$ cat config.mk
export PLATFORM = sky130hd
export DESIGN_NAME = serial_loaded_bank_switch_mapper
export DESIGN_NICKNAME = d
export VERILOG_FILES = /design/src/sbsm_pkg.sv /design/src/sbsm_front.sv /design/src/sbsm_back.sv /design/src/serial_loaded_bank_switch_mapper.sv
export SDC_FILE = /design/constraint.sdc
export NUM_CORES = 1
export LEC_CHECK = 0
export ABC_AREA = 1
export BUFFER_PORTS_ARGS = -buffer_cell sky130_fd_sc_hd__buf_2
export CORE_MARGIN = 1
export CORE_UTILIZATION = 51
export DETAILED_ROUTE_END_ITERATION = 12
export GPL_TIMING_DRIVEN = 0
export PLACE_DENSITY = 0.72
export SKIP_LAST_GASP = 1
export SLEW_MARGIN = 40
export SYNTH_ARGS = -nofsm -noshare
export SYNTH_HDL_FRONTEND = slang
export SYNTH_SLANG_ARGS = --single-unit
$ cat constraint.sdc
create_clock -name clk -period 2.9 [get_ports clk]
set_clock_uncertainty 0.2 [all_clocks]
set_input_delay 0.58 -clock clk [delete_from_list [all_inputs] [get_ports clk]]
set_output_delay 0.58 -clock clk [all_outputs]
set_load 0.01 [all_outputs]
$ cat src/sbsm_pkg.sv
// ----------------------------------------------------------------------------
// sbsm_pkg - shared types and constants of the bank switch mapper
// Bus operation codes, target codes, item classes and the beat formats
// that travel between the front and back parts.
// ----------------------------------------------------------------------------
package sbsm_pkg;

	localparam int SAVE_RAM_BYTES = 8192;
	localparam int SAVE_ADDR_BITS = $clog2(SAVE_RAM_BYTES);

	localparam logic [15:0] SAVE_RAM_BASE = 16'h6000;
	localparam logic [15:0] PROGRAM_BASE  = 16'h8000;
	localparam logic [15:0] UPPER_BASE    = 16'hC000;

	localparam logic [4:0] SHIFT_MARKER   = 5'b10000;
	localparam logic [4:0] MODE_FIX_LAST  = 5'h0C;
	localparam logic [3:0] PROGRAM_EVEN   = 4'hE;
	localparam logic [4:0] PATTERN_EVEN   = 5'h1E;

	localparam logic [1:0] OP_PROGRAM_READ  = 2'd0;
	localparam logic [1:0] OP_PROGRAM_WRITE = 2'd1;
	localparam logic [1:0] OP_PATTERN_READ  = 2'd2;
	localparam logic [1:0] OP_PATTERN_WRITE = 2'd3;

	localparam logic [1:0] TARGET_NONE     = 2'd0;
	localparam logic [1:0] TARGET_SAVE_RAM = 2'd1;
	localparam logic [1:0] TARGET_PROGRAM  = 2'd2;
	localparam logic [1:0] TARGET_PATTERN  = 2'd3;

	localparam logic [1:0] CFG_LAST_PROGRAM_BANK = 2'd0;
	localparam logic [1:0] CFG_LAST_PATTERN_BANK = 2'd1;
	localparam logic [1:0] CFG_SAVE_RAM_PRESENT  = 2'd2;

	localparam logic [1:0] SEL_CONTROL      = 2'd0;
	localparam logic [1:0] SEL_PATTERN_LOW  = 2'd1;
	localparam logic [1:0] SEL_PATTERN_HIGH = 2'd2;
	localparam logic [1:0] SEL_PROGRAM      = 2'd3;

	localparam logic [1:0] PMODE_FIX_FIRST = 2'd2;

	typedef enum logic [2:0] {
		KIND_NONE      = 3'd0,
		KIND_SAVE_RAM  = 3'd1,
		KIND_PROG_READ = 3'd2,
		KIND_SERIAL    = 3'd3,
		KIND_PATTERN   = 3'd4
	} kind_t;

	typedef struct packed {
		kind_t       kind;
		logic        is_write;
		logic [15:0] addr;
		logic [7:0]  data;
	} item_t;

	typedef struct packed {
		logic [3:0] last_program_bank;
		logic [4:0] last_pattern_bank;
	} bank_cfg_t;

	typedef struct packed {
		logic [1:0]  target;
		logic [17:0] memory_address;
		logic        write_enable;
		logic [7:0]  byte_out;
		logic        vertical_mirroring;
	} result_t;

endpackage

$ cat src/sbsm_front.sv
// ----------------------------------------------------------------------------
// sbsm_front - access intake and classification
// Accepts bus beats, sorts each into its kind of access and holds the
// classified items in a two-entry queue for the back part.
// ----------------------------------------------------------------------------
module sbsm_front (
	input  logic                clk,
	input  logic                arst_n,
	input  logic                push,
	output logic                full,
	input  logic [1:0]          op,
	input  logic [15:0]         bus_address,
	input  logic [7:0]          write_byte,
	input  logic                save_ram_present,
	output logic                item_valid,
	output sbsm_pkg::item_t     item,
	input  logic                item_take
);

	sbsm_pkg::item_t entry_q [2];
	logic            wr_ptr_q;
	logic            rd_ptr_q;
	logic [1:0]      count_q;
	sbsm_pkg::item_t incoming;
	logic            program_side;
	logic            accept;

	always_comb begin
		program_side = (op == sbsm_pkg::OP_PROGRAM_READ) || (op == sbsm_pkg::OP_PROGRAM_WRITE);
		incoming.is_write = (op == sbsm_pkg::OP_PROGRAM_WRITE) ||
			(op == sbsm_pkg::OP_PATTERN_WRITE);
		incoming.addr = bus_address;
		incoming.data = write_byte;
		if (!program_side) begin
			incoming.kind = sbsm_pkg::KIND_PATTERN;
		end else if (bus_address >= sbsm_pkg::PROGRAM_BASE) begin
			incoming.kind = incoming.is_write ? sbsm_pkg::KIND_SERIAL : sbsm_pkg::KIND_PROG_READ;
		end else if (bus_address >= sbsm_pkg::SAVE_RAM_BASE && save_ram_present) begin
			incoming.kind = sbsm_pkg::KIND_SAVE_RAM;
		end else begin
			incoming.kind = sbsm_pkg::KIND_NONE;
		end
	end

	assign full       = (count_q == 2'd2);
	assign accept     = push && !full;
	assign item_valid = (count_q != 2'd0);
	assign item       = entry_q[rd_ptr_q];

	always_ff @(posedge clk) begin
		if (accept) begin
			entry_q[wr_ptr_q] <= incoming;
		end
	end

	always_ff @(posedge clk or negedge arst_n) begin
		if (!arst_n) begin
			wr_ptr_q <= 1'b0;
			rd_ptr_q <= 1'b0;
			count_q  <= 2'd0;
		end else begin
			if (accept) begin
				wr_ptr_q <= ~wr_ptr_q;
			end
			if (item_take) begin
				rd_ptr_q <= ~rd_ptr_q;
			end
			count_q <= count_q + 2'(accept) - 2'(item_take);
		end
	end

endmodule

$ cat src/sbsm_back.sv
// ----------------------------------------------------------------------------
// sbsm_back - serial loader, bank maps and address translation
// Takes classified items in order, runs the five-beat serial load and the
// bank remap, translates each access and queues the results.
// ----------------------------------------------------------------------------
module sbsm_back (
	input  logic                 clk,
	input  logic                 arst_n,
	input  sbsm_pkg::bank_cfg_t  cfg,
	input  logic                 item_valid,
	input  sbsm_pkg::item_t      item,
	output logic                 item_take,
	output logic                 empty,
	input  logic                 pop,
	output sbsm_pkg::result_t    result
);

	logic [4:0] shift_q;
	logic [4:0] control_q;
	logic [4:0] pattern_low_q;
	logic [4:0] pattern_high_q;
	logic [4:0] program_q;
	logic [3:0] program_map_q [2];
	logic [4:0] pattern_map_q [2];

	logic [4:0] shift_n;
	logic [4:0] control_n;
	logic [4:0] pattern_low_n;
	logic [4:0] pattern_high_n;
	logic [4:0] program_n;
	logic [4:0] shifted;
	logic       remap_en;
	logic [3:0] program_map_n [2];
	logic [4:0] pattern_map_n [2];
	logic [3:0] lp_less;
	logic [4:0] lc_less;
	logic [3:0] pb;
	logic [3:0] pb_even;
	logic [4:0] pc_even;
	logic       serial_beat;

	sbsm_pkg::result_t res;
	sbsm_pkg::result_t out_q [2];
	logic              out_wr_q;
	logic              out_rd_q;
	logic [1:0]        out_count_q;

	assign item_take   = item_valid && (out_count_q != 2'd2);
	assign serial_beat = item_take && (item.kind == sbsm_pkg::KIND_SERIAL);
	assign shifted     = {item.data[0], shift_q[4:1]};

	always_comb begin
		shift_n        = shift_q;
		control_n      = control_q;
		pattern_low_n  = pattern_low_q;
		pattern_high_n = pattern_high_q;
		program_n      = program_q;
		remap_en       = 1'b0;
		if (serial_beat) begin
			if (item.data[7]) begin
				shift_n   = sbsm_pkg::SHIFT_MARKER;
				control_n = control_q | sbsm_pkg::MODE_FIX_LAST;
				remap_en  = 1'b1;
			end else if (shift_q[0]) begin
				shift_n  = sbsm_pkg::SHIFT_MARKER;
				remap_en = 1'b1;
				case (item.addr[14:13])
					sbsm_pkg::SEL_CONTROL:      control_n      = shifted;
					sbsm_pkg::SEL_PATTERN_LOW:  pattern_low_n  = shifted;
					sbsm_pkg::SEL_PATTERN_HIGH: pattern_high_n = shifted;
					default:                    program_n      = shifted;
				endcase
			end else begin
				shift_n = shifted;
			end
		end
	end

	always_comb begin
		lp_less = (cfg.last_program_bank == 4'd0) ? 4'd0 : cfg.last_program_bank - 4'd1;
		lc_less = (cfg.last_pattern_bank == 5'd0) ? 5'd0 : cfg.last_pattern_bank - 5'd1;
		pb      = program_n[3:0];
		pb_even = pb & sbsm_pkg::PROGRAM_EVEN;
		pc_even = pattern_low_n & sbsm_pkg::PATTERN_EVEN;

		if (control_n[3:2] < sbsm_pkg::PMODE_FIX_FIRST) begin
			program_map_n[0] = (pb_even < lp_less) ? pb_even : lp_less;
			program_map_n[1] = program_map_n[0] + 4'd1;
		end else if (control_n[3:2] == sbsm_pkg::PMODE_FIX_FIRST) begin
			program_map_n[0] = 4'd0;
			program_map_n[1] = (pb < cfg.last_program_bank) ? pb : cfg.last_program_bank;
		end else begin
			program_map_n[0] = (pb < cfg.last_program_bank) ? pb : cfg.last_program_bank;
			program_map_n[1] = cfg.last_program_bank;
		end

		if (!control_n[4]) begin
			pattern_map_n[0] = (pc_even < lc_less) ? pc_even : lc_less;
			pattern_map_n[1] = pattern_map_n[0] + 5'd1;
		end else begin
			pattern_map_n[0] = (pattern_low_n < cfg.last_pattern_bank) ?
				pattern_low_n : cfg.last_pattern_bank;
			pattern_map_n[1] = (pattern_high_n < cfg.last_pattern_bank) ?
				pattern_high_n : cfg.last_pattern_bank;
		end
	end

	always_comb begin
		res.target             = sbsm_pkg::TARGET_NONE;
		res.memory_address     = 18'd0;
		res.write_enable       = 1'b0;
		res.byte_out           = 8'd0;
		res.vertical_mirroring = ~control_n[0];
		case (item.kind)
			sbsm_pkg::KIND_SAVE_RAM: begin
				res.target         = sbsm_pkg::TARGET_SAVE_RAM;
				res.memory_address = 18'(item.addr[sbsm_pkg::SAVE_ADDR_BITS-1:0]);
				res.write_enable   = item.is_write;
			end
			sbsm_pkg::KIND_PROG_READ: begin
				res.target         = sbsm_pkg::TARGET_PROGRAM;
				res.memory_address = {program_map_q[item.addr >= sbsm_pkg::UPPER_BASE],
					item.addr[13:0]};
			end
			sbsm_pkg::KIND_PATTERN: begin
				res.target         = sbsm_pkg::TARGET_PATTERN;
				res.memory_address = 18'({pattern_map_q[item.addr[12]], item.addr[11:0]});
				res.write_enable   = item.is_write;
			end
			default: begin
				res.target = sbsm_pkg::TARGET_NONE;
			end
		endcase
		if (res.write_enable) begin
			res.byte_out = item.data;
		end
	end

	always_ff @(posedge clk or negedge arst_n) begin
		if (!arst_n) begin
			shift_q          <= sbsm_pkg::SHIFT_MARKER;
			control_q        <= 5'd0;
			pattern_low_q    <= 5'd0;
			pattern_high_q   <= 5'd0;
			program_q        <= 5'd0;
			program_map_q[0] <= 4'd0;
			program_map_q[1] <= 4'd1;
			pattern_map_q[0] <= 5'd0;
			pattern_map_q[1] <= 5'd1;
		end else begin
			shift_q        <= shift_n;
			control_q      <= control_n;
			pattern_low_q  <= pattern_low_n;
			pattern_high_q <= pattern_high_n;
			program_q      <= program_n;
			if (remap_en) begin
				program_map_q <= program_map_n;
				pattern_map_q <= pattern_map_n;
			end
		end
	end

	assign empty  = (out_count_q == 2'd0);
	assign result = out_q[out_rd_q];

	always_ff @(posedge clk) begin
		if (item_take) begin
			out_q[out_wr_q] <= res;
		end
	end

	always_ff @(posedge clk or negedge arst_n) begin
		if (!arst_n) begin
			out_wr_q    <= 1'b0;
			out_rd_q    <= 1'b0;
			out_count_q <= 2'd0;
		end else begin
			if (item_take) begin
				out_wr_q <= ~out_wr_q;
			end
			if (pop && !empty) begin
				out_rd_q <= ~out_rd_q;
			end
			out_count_q <= out_count_q + 2'(item_take) - 2'(pop && !empty);
		end
	end

	a_out_bound: assert property (@(posedge clk) disable iff (!arst_n)
		out_count_q != 2'd3)
		else $error("result queue overfilled");

	a_load_rearms: assert property (@(posedge clk) disable iff (!arst_n)
		serial_beat && (item.data[7] || shift_q[0]) |=> shift_q == sbsm_pkg::SHIFT_MARKER)
		else $error("shift register not rearmed after load or clear");

	a_clear_mode: assert property (@(posedge clk) disable iff (!arst_n)
		serial_beat && item.data[7] |=> control_q[3:2] == 2'b11)
		else $error("clear beat did not force program mode");

	a_marker_kept: assert property (@(posedge clk) disable iff (!arst_n)
		shift_q != 5'd0)
		else $error("shift register lost its marker");

endmodule

$ cat src/serial_loaded_bank_switch_mapper.sv
// ----------------------------------------------------------------------------
// serial_loaded_bank_switch_mapper - serially loaded bank switch mapper
// Translates CPU program and PPU pattern accesses into save RAM, program
// ROM and pattern memory addresses, with a five-beat serial register port.
// ----------------------------------------------------------------------------
// One access is taken per cycle while full is low, and one result comes
// out per access, in order. An access waits in the intake queue, is then
// translated and registered in the result queue, and can then be popped.
// The serial shift, register load and bank remap all finish when the back
// part takes the beat, so a bank write affects the very next access.
// Each side has a two-entry queue; full rises only after results have been
// held back long enough to fill both queues.
// ----------------------------------------------------------------------------
module serial_loaded_bank_switch_mapper (
	input  logic        clk,
	input  logic        arst_n,
	input  logic        push,
	output logic        full,
	input  logic [1:0]  op,
	input  logic [15:0] bus_address,
	input  logic [7:0]  write_byte,
	output logic        empty,
	input  logic        pop,
	output logic [1:0]  target,
	output logic [17:0] memory_address,
	output logic        write_enable,
	output logic [7:0]  byte_out,
	output logic        vertical_mirroring,
	input  logic        cfg_write,
	input  logic [1:0]  cfg_index,
	input  logic [4:0]  cfg_data
);

	logic [3:0]          last_program_bank_q;
	logic [4:0]          last_pattern_bank_q;
	logic                save_ram_present_q;
	sbsm_pkg::bank_cfg_t bank_cfg;
	sbsm_pkg::item_t     item;
	logic                item_valid;
	logic                item_take;
	sbsm_pkg::result_t   result;

	always_ff @(posedge clk or negedge arst_n) begin
		if (!arst_n) begin
			last_program_bank_q <= 4'd1;
			last_pattern_bank_q <= 5'd1;
			save_ram_present_q  <= 1'b1;
		end else if (cfg_write) begin
			case (cfg_index)
				sbsm_pkg::CFG_LAST_PROGRAM_BANK: last_program_bank_q <= cfg_data[3:0];
				sbsm_pkg::CFG_LAST_PATTERN_BANK: last_pattern_bank_q <= cfg_data;
				sbsm_pkg::CFG_SAVE_RAM_PRESENT:  save_ram_present_q  <= cfg_data[0];
				default: begin
				end
			endcase
		end
	end

	assign bank_cfg.last_program_bank = last_program_bank_q;
	assign bank_cfg.last_pattern_bank = last_pattern_bank_q;

	sbsm_front u_front (
		.clk              (clk),
		.arst_n           (arst_n),
		.push             (push),
		.full             (full),
		.op               (op),
		.bus_address      (bus_address),
		.write_byte       (write_byte),
		.save_ram_present (save_ram_present_q),
		.item_valid       (item_valid),
		.item             (item),
		.item_take        (item_take)
	);

	sbsm_back u_back (
		.clk        (clk),
		.arst_n     (arst_n),
		.cfg        (bank_cfg),
		.item_valid (item_valid),
		.item       (item),
		.item_take  (item_take),
		.empty      (empty),
		.pop        (pop),
		.result     (result)
	);

	assign target             = result.target;
	assign memory_address     = result.memory_address;
	assign write_enable       = result.write_enable;
	assign byte_out           = result.byte_out;
	assign vertical_mirroring = result.vertical_mirroring;

endmodule
## After elaboration in Yosys (flattened, before gate mapping)

Memory sizes are Yosys's and may differ from the RTL's.
Cells that the tools add are included.

| operators by class | value |
|---|---|
| add/sub/neg operators | 8 |
| magnitude comparators | 11 |
| equal/unequal tests | 13 |
| multiplexer cells | 49 |
| bitwise logic cells | 8 |
| reduce and logical (&&, ||, !) cells | 22 |

Operators by type and width:

| cell | number |
|---|---|
| $mux 5 | 21 |
| $pmux 18 s3 | 1 |
| $mux 4 | 10 |
| $ge 16x16->1 const B | 2 |
| $mux 8 | 3 |
| $ge 16x15->1 const B | 1 |
| $lt 5x5->1 | 3 |
| $eq 2x2->1 const B | 5 |
| $mux 1 | 10 |
| $mux 10 | 1 |
| $logic_not 2->1 | 4 |
| $lt 4x4->1 | 2 |
| $eq 2x1->1 const B | 3 |
| $eq 3x2->1 const B | 2 |
| $mux 3 | 2 |
| $not 1->1 | 6 |
| $pmux 2 s3 | 1 |
| $reduce_and 2->1 | 3 |
| $add 5x1->5 const B | 1 |
| $logic_and 1x1->1 | 5 |
| $logic_not 5->1 | 1 |
| $sub 5x1->5 const B | 1 |
| $add 2x1->2 | 2 |
| $add 4x1->4 const B | 1 |
| other kinds (15) | 20 |

| word-level totals | value |
|---|---|
| register bits after elaboration | 60 |
| RAM bits | 116 |
| bits of input ports | 38 |
| logic and storage cells | 132 |
| memories kept | 2 |

Memories:

| name | depth | bits a word | read ports | clocked after memory_dff | write ports | RTL line | text |
|---|---|---|---|---|---|---|---|
| u_back.out_q | 2 | 30 | 1 | 0 | 1 | sbsm_back.sv:43 | `sbsm_pkg::result_t out_q [2];` |
| u_front.entry_q | 2 | 28 | 1 | 0 | 1 | sbsm_front.sv:20 | `sbsm_pkg::item_t entry_q [2];` |

## Logic depth before layout (Yosys ltp)

Gate-level depths: netlist of the first run.
An unclocked memory read counts as a cell.

| depth | value |
|---|---|
| word-level depth | 11 |
| mapped depth | 24 |
| gate-level depth less buffers | 24 |

## By module

From an unflattened synthesis of the first run, not the netlist that was laid out.

| unflattened totals | value |
|---|---|
| cells, all modules | 927 |
| area total of the unflattened synthesis | 8,501.9 µm² |

By module, submodules not included:

| module | times used | cells an instance | area each (µm²) | sequential area each (µm²) |
|---|---|---|---|---|
| sbsm_back | 1 | 696 | 5,721.7 | 2,931.6 |
| sbsm_front | 1 | 183 | 2,337.2 | 1,781.7 |
| serial_loaded_bank_switch_mapper | 1 | 48 | 442.9 | 254.0 |

## Least setup slack after synthesis of the first run

Ideal clock, no wire load.

| path | value |
|---|---|
| path kind | reg2reg |
| start | reg u_front.rd_ptr_q |
| end | reg u_back.pattern_map_q[3] (netlist name) |
| setup time | 116 ps |
| arrival | 2,767 ps |
| data required time | 2,584 ps |
| path slack | -182 ps |
| stages on the path, launching flop included | 22 |
| path buffers | 0 |
| period minus slack after synthesis | 3,082 ps |
| cells stage by stage | dfrtp_1 > inv_2 > nand2_1 > nand2_1 > nand2_2 > nor2_8 > nand2_2 > o21ai_1 > inv_1 > ha_1 > nand2_1 > inv_1 > o21ai_0 > nand2_1 > a21oi_1 > nand3_1 > nand2_1 > nand3_1 > nand3_1 > nand2_1 > nor2_1 > nor2_1 |

| between the ends | value |
|---|---|
| cells in the longest elaborated chain, start to end | 10 |
| elaborated cells between the ends (all ways) | 26 |
| those cells by class | add/sub: 1; order compare: 2; eq/ne: 3; mux: 17; reduce/logical: 2; memory: 1 |

RTL lines:

| element | RTL line | text |
|---|---|---|
| from (decl) | sbsm_front.sv:22 | `logic rd_ptr_q;` |
| from (signal assigned) | sbsm_front.sv:66 | `rd_ptr_q <= ~rd_ptr_q;` |
| $mem_v2 2x28 * | n/a |  |
| $eq 2x1->1 | sbsm_back.sv:67 | `case (item.addr[14:13])` |
| $mux 5 | sbsm_back.sv:67 |  |
| $mux 5 | sbsm_back.sv:64 | `end else if (shift_q[0]) begin` |
| $mux 5 | sbsm_back.sv:60 | `if (item.data[7]) begin` |
| $mux 5 * | sbsm_back.sv:59 | `if (serial_beat) begin` |
| via u_back.pattern_low_n[4] | sbsm_back.sv:28 | `logic [4:0] pattern_low_n;` |
| $lt 5x5->1 * | sbsm_back.sv:98 | `pattern_map_n[0] = (pc_even < lc_less) ? pc_even : lc_less;` |
| $mux 5 * | sbsm_back.sv:98 |  |
| $add 5x1->5 * | sbsm_back.sv:99 | `pattern_map_n[1] = pattern_map_n[0] + 5'd1;` |
| $mux 10 * | sbsm_back.sv:97 | `if (!control_n[4]) begin` |
| to (signal assigned) | sbsm_back.sv:158 | `pattern_map_q <= pattern_map_n;` |
| to (decl) | sbsm_back.sv:24 | `logic [4:0] pattern_map_q [2];` |

The timed path passes the listed nets; every way through them passes the cells marked *.
A chain may end at the register's enable or synchronous reset.

## Final worst setup path of the first run

Ends and elaborated chain as after synthesis.

==> out/metrics.cfg, run 1 <==
[power_and_ir_drop]
leakage_uw=0.004875
power-per-cell-area_nw_per_um2=973.8
ir_drop_mv=0.5073
finalPower_uw=10300

[sta]
setup_ws_ps=-253.1
final-max-slew-violation-count=0
finalHoldViolCount=0
fmax_mhz=317.1
tightest_slew_ps=679.2
fin_crit_sh=1.087
worst_hold_slack_ps=139.5
relSlewSlack=0.5424
rsz0062_at_grt=yes
min_period_ps=3153
finalSetupTns_ps=-2425
finalSetupViolations=14

[drt]
vias=6402
drc=0
finalWirelength_mm=18.93
drt_iter0_markers=423
drtAntennaViolNets=0
dr.pass1.iters=6
wl_per_cell_um=15.37
via_per_inst=5.196

[cells_and_area]
layout-drive-gt1-share=0.2923
nets=1066
final_area_um2=10580
fillCellCount=1191
syn_to_final_growth_pct=27.71
n_antenna_cell=0
fin_cells=1232

[placed_design]
dp_hpwl_mm=12.41
placed_area_um2=9110
placed_cells=1160
gp_congestion=0.9024
io_buffers=69

[synth]
ys_seq_area_frac=0.5994
synth.area.top_cells=edfxtp_1 (42%), dfrtp_1 (16%), nand2_1 (13%), inv_1 (4.9%), ha_1 (3.8%)
synth_top_area_frac=0.4204
synthArstFlopShare=0.3371
synthFlopType=edfxtp_1
syn_inst=869
synth-seq-cells=175
yosysWarnings=0
synth_cell_types=45
syn_area_per_cell_um2=9.536
yosysMostFrequentCell=nand2_1
synth-edff-count=116
syn_nets=932
yosysTopAreaCell=edfxtp_1
yosys-top-cells-count=nand2_1 (295), edfxtp_1 (116), inv_1 (108)
syn-cell-area_um2=8287

[global_route]
overflow=0
grt_start_max_net_pins=60
antenna_found_initial=0
first_global_vias=5987
grt_pass1_wl_mm=29.57
grtUsageTotal=0.2362

[cts]
htree_levels=4
clockRootBuffer=clkbuf_16
insertion_delay_ps=430
cts.sinks=175
cts_tree=built
ctsLongestPathBuffers=2
path_clk_slew_ps=70
cts_inserted_buffers=17

[min_path]
worstHoldPathCells=1
hp-class=in -> reg
min_to=u_front.entry_q[1][11]$_DFFE_PP_
worstHoldStart=bus_address[3]

[worst_setup_path]
r2r_start=u_front.rd_ptr_q$_DFFE_PN0N_
crit_fanout=8
reg2reg_slack_ps=-250
worstRegToRegCells=20
start_kind=flip-flop
crit_family=simple AND/OR/NAND/NOR gates
crit_type=reg -> reg
end_kind=flip-flop
critPathRequiredTime_ps=3020
slowest_delay_ps=460
r2r_end=u_back.pattern_map_q[3]$_DFFE_PN0P_
path_buf_inv=3
path_cells=buf_8 > nand2_4 > nand2_4 > nand3_4 > nor2_4 > nand2_8 > o21ai_4 > inv_2 > ha_4 > nand2_2 > inv_1 > o21ai_4 > nand2_2 > a21oi_4 > nor3_2 > nand3_4 > nand3_2 > nand2_1 > nor2_1 > nor2_1
worst_ep_arrival_time_ps=3280
slowest_stage=dfrtp_2

[die]
die_w_um=129.5
ios=70
fp-row-count=46
coreArea_um2=15890
die_h_um=129.5
initial_utilization=0.5217
die-area_um2=16760

[job]
maxCapViolCount=0

[outcome]
violations=setup timing
status=finished with violations

## cell type report
class	count	area, µm²	share of cell area
Inverter	110	420.4	0.03973
Clock buffer	17	425.4	0.04020
Timing Repair Buffer	114	793.3	0.07496
Timing Repair inverter	1	3.754	0.0003547
Tap cell	216	270.3	0.02554
Multi-Input combinational cell	566	3463	0.3273
Sequential cell	175	4969	0.4695
Clock inverter	15	145.1	0.01371
Buffer	18	92.59	0.008749
## through the flow
stage          worst slack, ps    util
6_report                -253.1  0.6662
5_1_grt                 -414.7  0.6662
4_1_cts                 -229.7  0.6452
3_5_place_dp            -560.8  0.5735
3_3_place_gp            -566.6  0.5658
2_1_floorplan           -2.611       -
## repair_timing
item                                    4_1_cts  5_1_grt
setup buffers                                28       10
gates resized for setup                      69       58
hold endpoints to repair                      0       53
cloned                                        2        0
pin swaps                                    48       40
endpoints found under the setup margin       18       51
hold buffers                                  0        1
## cell families after synthesis
family | Yosys count | share of synthesized area
buf+inv | 128 | 0.06085
fa+ha+maj | 25 | 0.03775
flops | 175 | 0.5994
simple gates | 421 | 0.2186
xor+xnor | 7 | 0.007399
compound gates | 113 | 0.07595
## layer usage
metal,vias up,GRT usage,wire (µm)
met5,-,0,0
met4,0,0.09713,348
met3,28,0.05367,845
met2,188,0.3928,9538
met1,3074,0.3002,8197
li1,3112,-,-
## worst max-delay path by stage
stage / start / endpoint / cells after the start
floorplan: u_front.rd_ptr_q$_DFFE_PN0N_ / u_back.pattern_map_q[3]$_DFFE_PN0P_ / 21
finish: u_front.rd_ptr_q$_DFFE_PN0N_ / u_back.pattern_map_q[3]$_DFFE_PN0P_ / 20
global route: last_pattern_bank_q[1]$_DFFE_PN0P_ / u_back.pattern_map_q[4]$_DFFE_PN0P_ / 19
CTS: u_front.rd_ptr_q$_DFFE_PN0N_ / u_back.pattern_map_q[4]$_DFFE_PN0P_ / 21
global placement: u_back.out_count_q[1]$_DFF_PN0_ / u_back.out_q[1][26]$_DFFE_PP_ / 5
detailed placement: u_front.rd_ptr_q$_DFFE_PN0N_ / u_back.pattern_map_q[3]$_DFFE_PN0P_ / 21
## layout by cell type, fill, tap and decap left out, types with 7 or more instances in the layout
| cell | n |
|---|---|
| nand2_1 | 259 |
| edfxtp_1 | 116 |
| inv_1 | 99 |
| buf_2 | 70 |
| dfrtp_1 | 52 |
| a21oi_1 | 38 |
| nor2_1 | 37 |
| o21ai_0 | 32 |
| buf_4 | 32 |
| nand2_2 | 29 |
| nand3_1 | 23 |
| nand2_4 | 17 |
| ha_1 | 17 |
| clkbuf_16 | 17 |
| nand3_2 | 12 |
| nor2_4 | 11 |
| clkbuf_1 | 11 |
| inv_2 | 10 |
| o21ai_4 | 8 |
| or2_2 | 8 |
| ha_4 | 8 |
| buf_8 | 7 |
| o21ai_2 | 7 |
| buf_6 | 7 |
| a21oi_2 | 7 |
## sequential cells by signal (all words and copies together) (netlist names), 2 cells and up
signal                 cells
u_back.out_q              60
u_front.entry_q           56
u_back.pattern_map_q      10
u_back.program_map_q       8
last_pattern_bank_q        5
u_back.pattern_high_q      5
u_back.pattern_low_q       5
u_back.shift_q             5
last_program_bank_q        4
u_back.control_q           4
u_back.program_q           4
u_back.out_count_q         2
u_front.count_q            2
## report_power, final
part | total [µW] | switching [µW] | internal (µW) | leakage [µW]
logic | 4030 | 2610 | 1420 | 0.00275
clock network | 2150 | 1010 | 1140 | 0.000282
registers | 4120 | 331 | 3790 | 0.00184
(Power assumes the default switching activity.)
==> run 2: changes to the inputs <==
PLACE_DENSITY = 0.69   (was 0.72)
==> run 2 against run 1 <==
Effect of this change: the run still ends with setup timing left; flip-flop and latch count unchanged; utilization grew 1.7 points; global-route usage about the same; power grew 2.1%; final cell count increased by 1.7%; first-iteration DRC count shrank 0.47%; worst setup slack lost 150 ps; critical path type unchanged; largest cell class unchanged.
==> out/metrics.cfg, run 2 (same netlist as run 1, synthesis figures left out) <==
[worst_setup_path]
r2r_start=u_front.rd_ptr_q$_DFFE_PN0N_  ; unchanged
r2r_end=u_back.pattern_map_q[4]$_DFFE_PN0P_  ; was u_back.pattern_map_q[3]$_DFFE_PN0P_
critPathRequiredTime_ps=3030  ; was 3020 ps
start_kind=flip-flop  ; unchanged
crit_family=simple AND/OR/NAND/NOR gates  ; unchanged
slowest_delay_ps=490  ; was 460 ps
reg2reg_slack_ps=-410  ; was -250 ps
crit_type=reg -> reg  ; unchanged
worst_ep_arrival_time_ps=3440  ; was 3280 ps
crit_fanout=7  ; was 8
worstRegToRegCells=21  ; was 20
end_kind=flip-flop  ; unchanged
timing.critical_path.from=u_front.rd_ptr_q$_DFFE_PN0N_  ; unchanged
slowest_stage=dfrtp_2  ; unchanged
path_buf_inv=6  ; was 3
path_cells=inv_4 > buf_4 > nand2_4 > nand3_4 > nor2_4 > nand2_8 > o21ai_4 > inv_2 > ha_4 > a21oi_2 > nand2_2 > a21oi_4 > buf_6 > nor3_4 > buf_6 > nand3_4 > inv_2 > nand2_1 > nand3_2 > nor2_2 > nor2_1  ; was buf_8 > nand2_4 > nand2_4 > nand3_4 > nor2_4 > nand2_8 > o21ai_4 > inv_2 > ha_4 > nand2_2 > inv_1 > o21ai_4 > nand2_2 > a21oi_4 > nor3_2 > nand3_4 > nand3_2 > nand2_1 > nor2_1 > nor2_1

[power_and_ir_drop]
leakage_uw=0.004994  ; was 0.004875 µW
ir_drop_mv=0.4676  ; was 0.5073 mV
finalPower_uw=10530  ; was 10,300 µW
power-per-cell-area_nw_per_um2=970.0  ; was 973.8 nW/µm²

[cells_and_area]
fillCellCount=1171  ; was 1,191
layout-drive-gt1-share=0.3176  ; was 0.2923
top_regs=u_back.out_q: 60 flops, u_front.entry_q: 56 flops, u_back.pattern_map_q: 10 flops  ; unchanged
utilization=0.6831  ; was 0.6662
area.sequential_um2=4969  ; unchanged
regMostFlops=u_back.out_q  ; unchanged
final_cell_mix=nand2_1 (254), edfxtp_1 (116), inv_1 (97), buf_2 (70), dfrtp_1 (52)  ; was nand2_1 (259), edfxtp_1 (116), inv_1 (99), buf_2 (70), dfrtp_1 (52)
multi_input_area_um2=3498  ; was 3463 µm²
mostFrequentLayoutCell=nand2_1  ; unchanged
syn_to_final_growth_pct=30.95  ; was 27.71%
nets=1086  ; was 1,066
largest_reg_flops=60  ; unchanged

[global_route]
grt_start_max_net_pins=60  ; unchanged
first_global_vias=5865  ; was 5,987
grt_pass1_wl_mm=29.37  ; was 29.57 mm
grtUsageTotal=0.2361  ; was 0.2362
overflow=0  ; unchanged
antenna_found_initial=1  ; was 0

[die]
die-area_um2=16760  ; unchanged
fp-row-count=46  ; unchanged
coreArea_um2=15890  ; unchanged
initial_utilization=0.5217  ; unchanged
die_w_um=129.5  ; unchanged
ios=70  ; unchanged
die_h_um=129.5  ; unchanged

[sta]
worst_hold_slack_ps=130.3  ; was 139.5 ps
fmax_mhz=302.3  ; was 317.1 MHz
finalHoldViolCount=0  ; unchanged
final-max-slew-violation-count=0  ; unchanged
fin_crit_sh=1.141  ; was 1.087
finalSetupTns_ps=-3421  ; was -2425 ps
relSlewSlack=0.5459  ; was 0.5424
setup_ws_ps=-408.0  ; was -253.1 ps
rsz0062_at_grt=yes  ; unchanged
min_period_ps=3308  ; was 3153 ps
finalSetupViolations=15  ; was 14
tightest_slew_ps=674.0  ; was 679.2 ps

[cts]
cts.sinks=175  ; unchanged
ctsLongestPathBuffers=2  ; unchanged
cts_tree=built  ; unchanged
htree_levels=4  ; unchanged
insertion_delay_ps=430  ; about the same
path_clk_slew_ps=70  ; about the same
cts_inserted_buffers=17  ; unchanged
clockRootBuffer=clkbuf_16  ; unchanged

[outcome]
violations=setup timing  ; unchanged
status=finished with violations  ; unchanged

[drt]
drtAntennaViolNets=0  ; unchanged
finalWirelength_mm=19.27  ; was 18.93 mm
drt_iter0_markers=421  ; was 423
dr.pass1.iters=5  ; was 6
vias=6459  ; was 6,402
drc=0  ; unchanged
wl_per_cell_um=15.38  ; was 15.37 µm
via_per_inst=5.155  ; was 5.196

[min_path]
worstHoldStart=write_byte[7]  ; was bus_address[3]
worstHoldPathCells=1  ; unchanged
min_to=u_front.entry_q[0][7]$_DFFE_PP_  ; was u_front.entry_q[1][11]$_DFFE_PP_
hp-class=in -> reg  ; unchanged

[job]
maxCapViolCount=0  ; unchanged

[placed_design]
dp_hpwl_mm=12.13  ; was 12.41 mm
io_buffers=69  ; unchanged
gp_congestion=0.8640  ; was 0.9024

## run 2: changes by cell type in the layout (fill, tap and decap cells not counted), sizes merged
cell / before / now
buf: 119 / 139
clkinv: 8 / 4
bufinv: 0 / 2
clkinvlp: 0 / 2
clkbuf: 28 / 29
diode: 0 / 1
inv: 118 / 117
## run 2: worst max-delay path by stage
stage                                           to  slack [ps]  cells after the start
2_1_floorplan  u_back.pattern_map_q[3]$_DFFE_PN0P_          -3                     21
3_3_place_gp   u_back.pattern_map_q[3]$_DFFE_PN0P_        -570                     21
3_5_place_dp   u_back.pattern_map_q[3]$_DFFE_PN0P_        -580                     21
4_1_cts        u_back.pattern_map_q[3]$_DFFE_PN0P_        -230                     21
5_1_grt        u_back.pattern_map_q[4]$_DFFE_PN0P_        -540                     25
6_report       u_back.pattern_map_q[4]$_DFFE_PN0P_        -410                     21
## run 2: routing by layer
layer  GRT usage  part of all wire
met4     0.09302             0.031
met3     0.04418             0.051
met1      0.3043              0.42
met5           0                 0
met2      0.3966              0.50
## run 2: through the flow
| step | area [µm²] | setup WS (ps) | cells |
|---|---|---|---|
| CTS | 10420 | -230.5 | 1233 |
| detailed placement | 9105 | -580.3 | 1158 |
| floorplan | 8372 | -2.611 | 869 |
| finish | 10850 | -408.0 | 1253 |
| global placement | 8987 | -565.7 | 1154 |
| global route | 10850 | -541.8 | 1253 |
## run 2: where the power goes
group / switching (µW) / internal, µW
combinational: 2610 / 1460
clock: 1010 / 1330
sequential: 322 / 3790
total: 3940 / 6580
## run 2: final cells by class
cell class,instances,share of cell area
tap,216,0.02490
clock inverter,14,0.01603
clock buffer,18,0.04047
antenna,1,0.0002306
sequential,175,0.4579
inverter,110,0.03851
timing repair inverter,1,0.0006918
buffer,18,0.008532
multi-input combinational,566,0.3224
timing repair buffer,134,0.09040
## run 2: what timing repair did
| action | in CTS | in global routing |
|---|---|---|
| cloned | 2 | 0 |
| pin swaps | 32 | 45 |
| setup buffers | 42 | 19 |
| gates resized for setup | 71 | 74 |
| endpoints found under the hold margin | 0 | 53 |
| hold buffers | 0 | 1 |
| setup endpoints to repair | 17 | 54 |
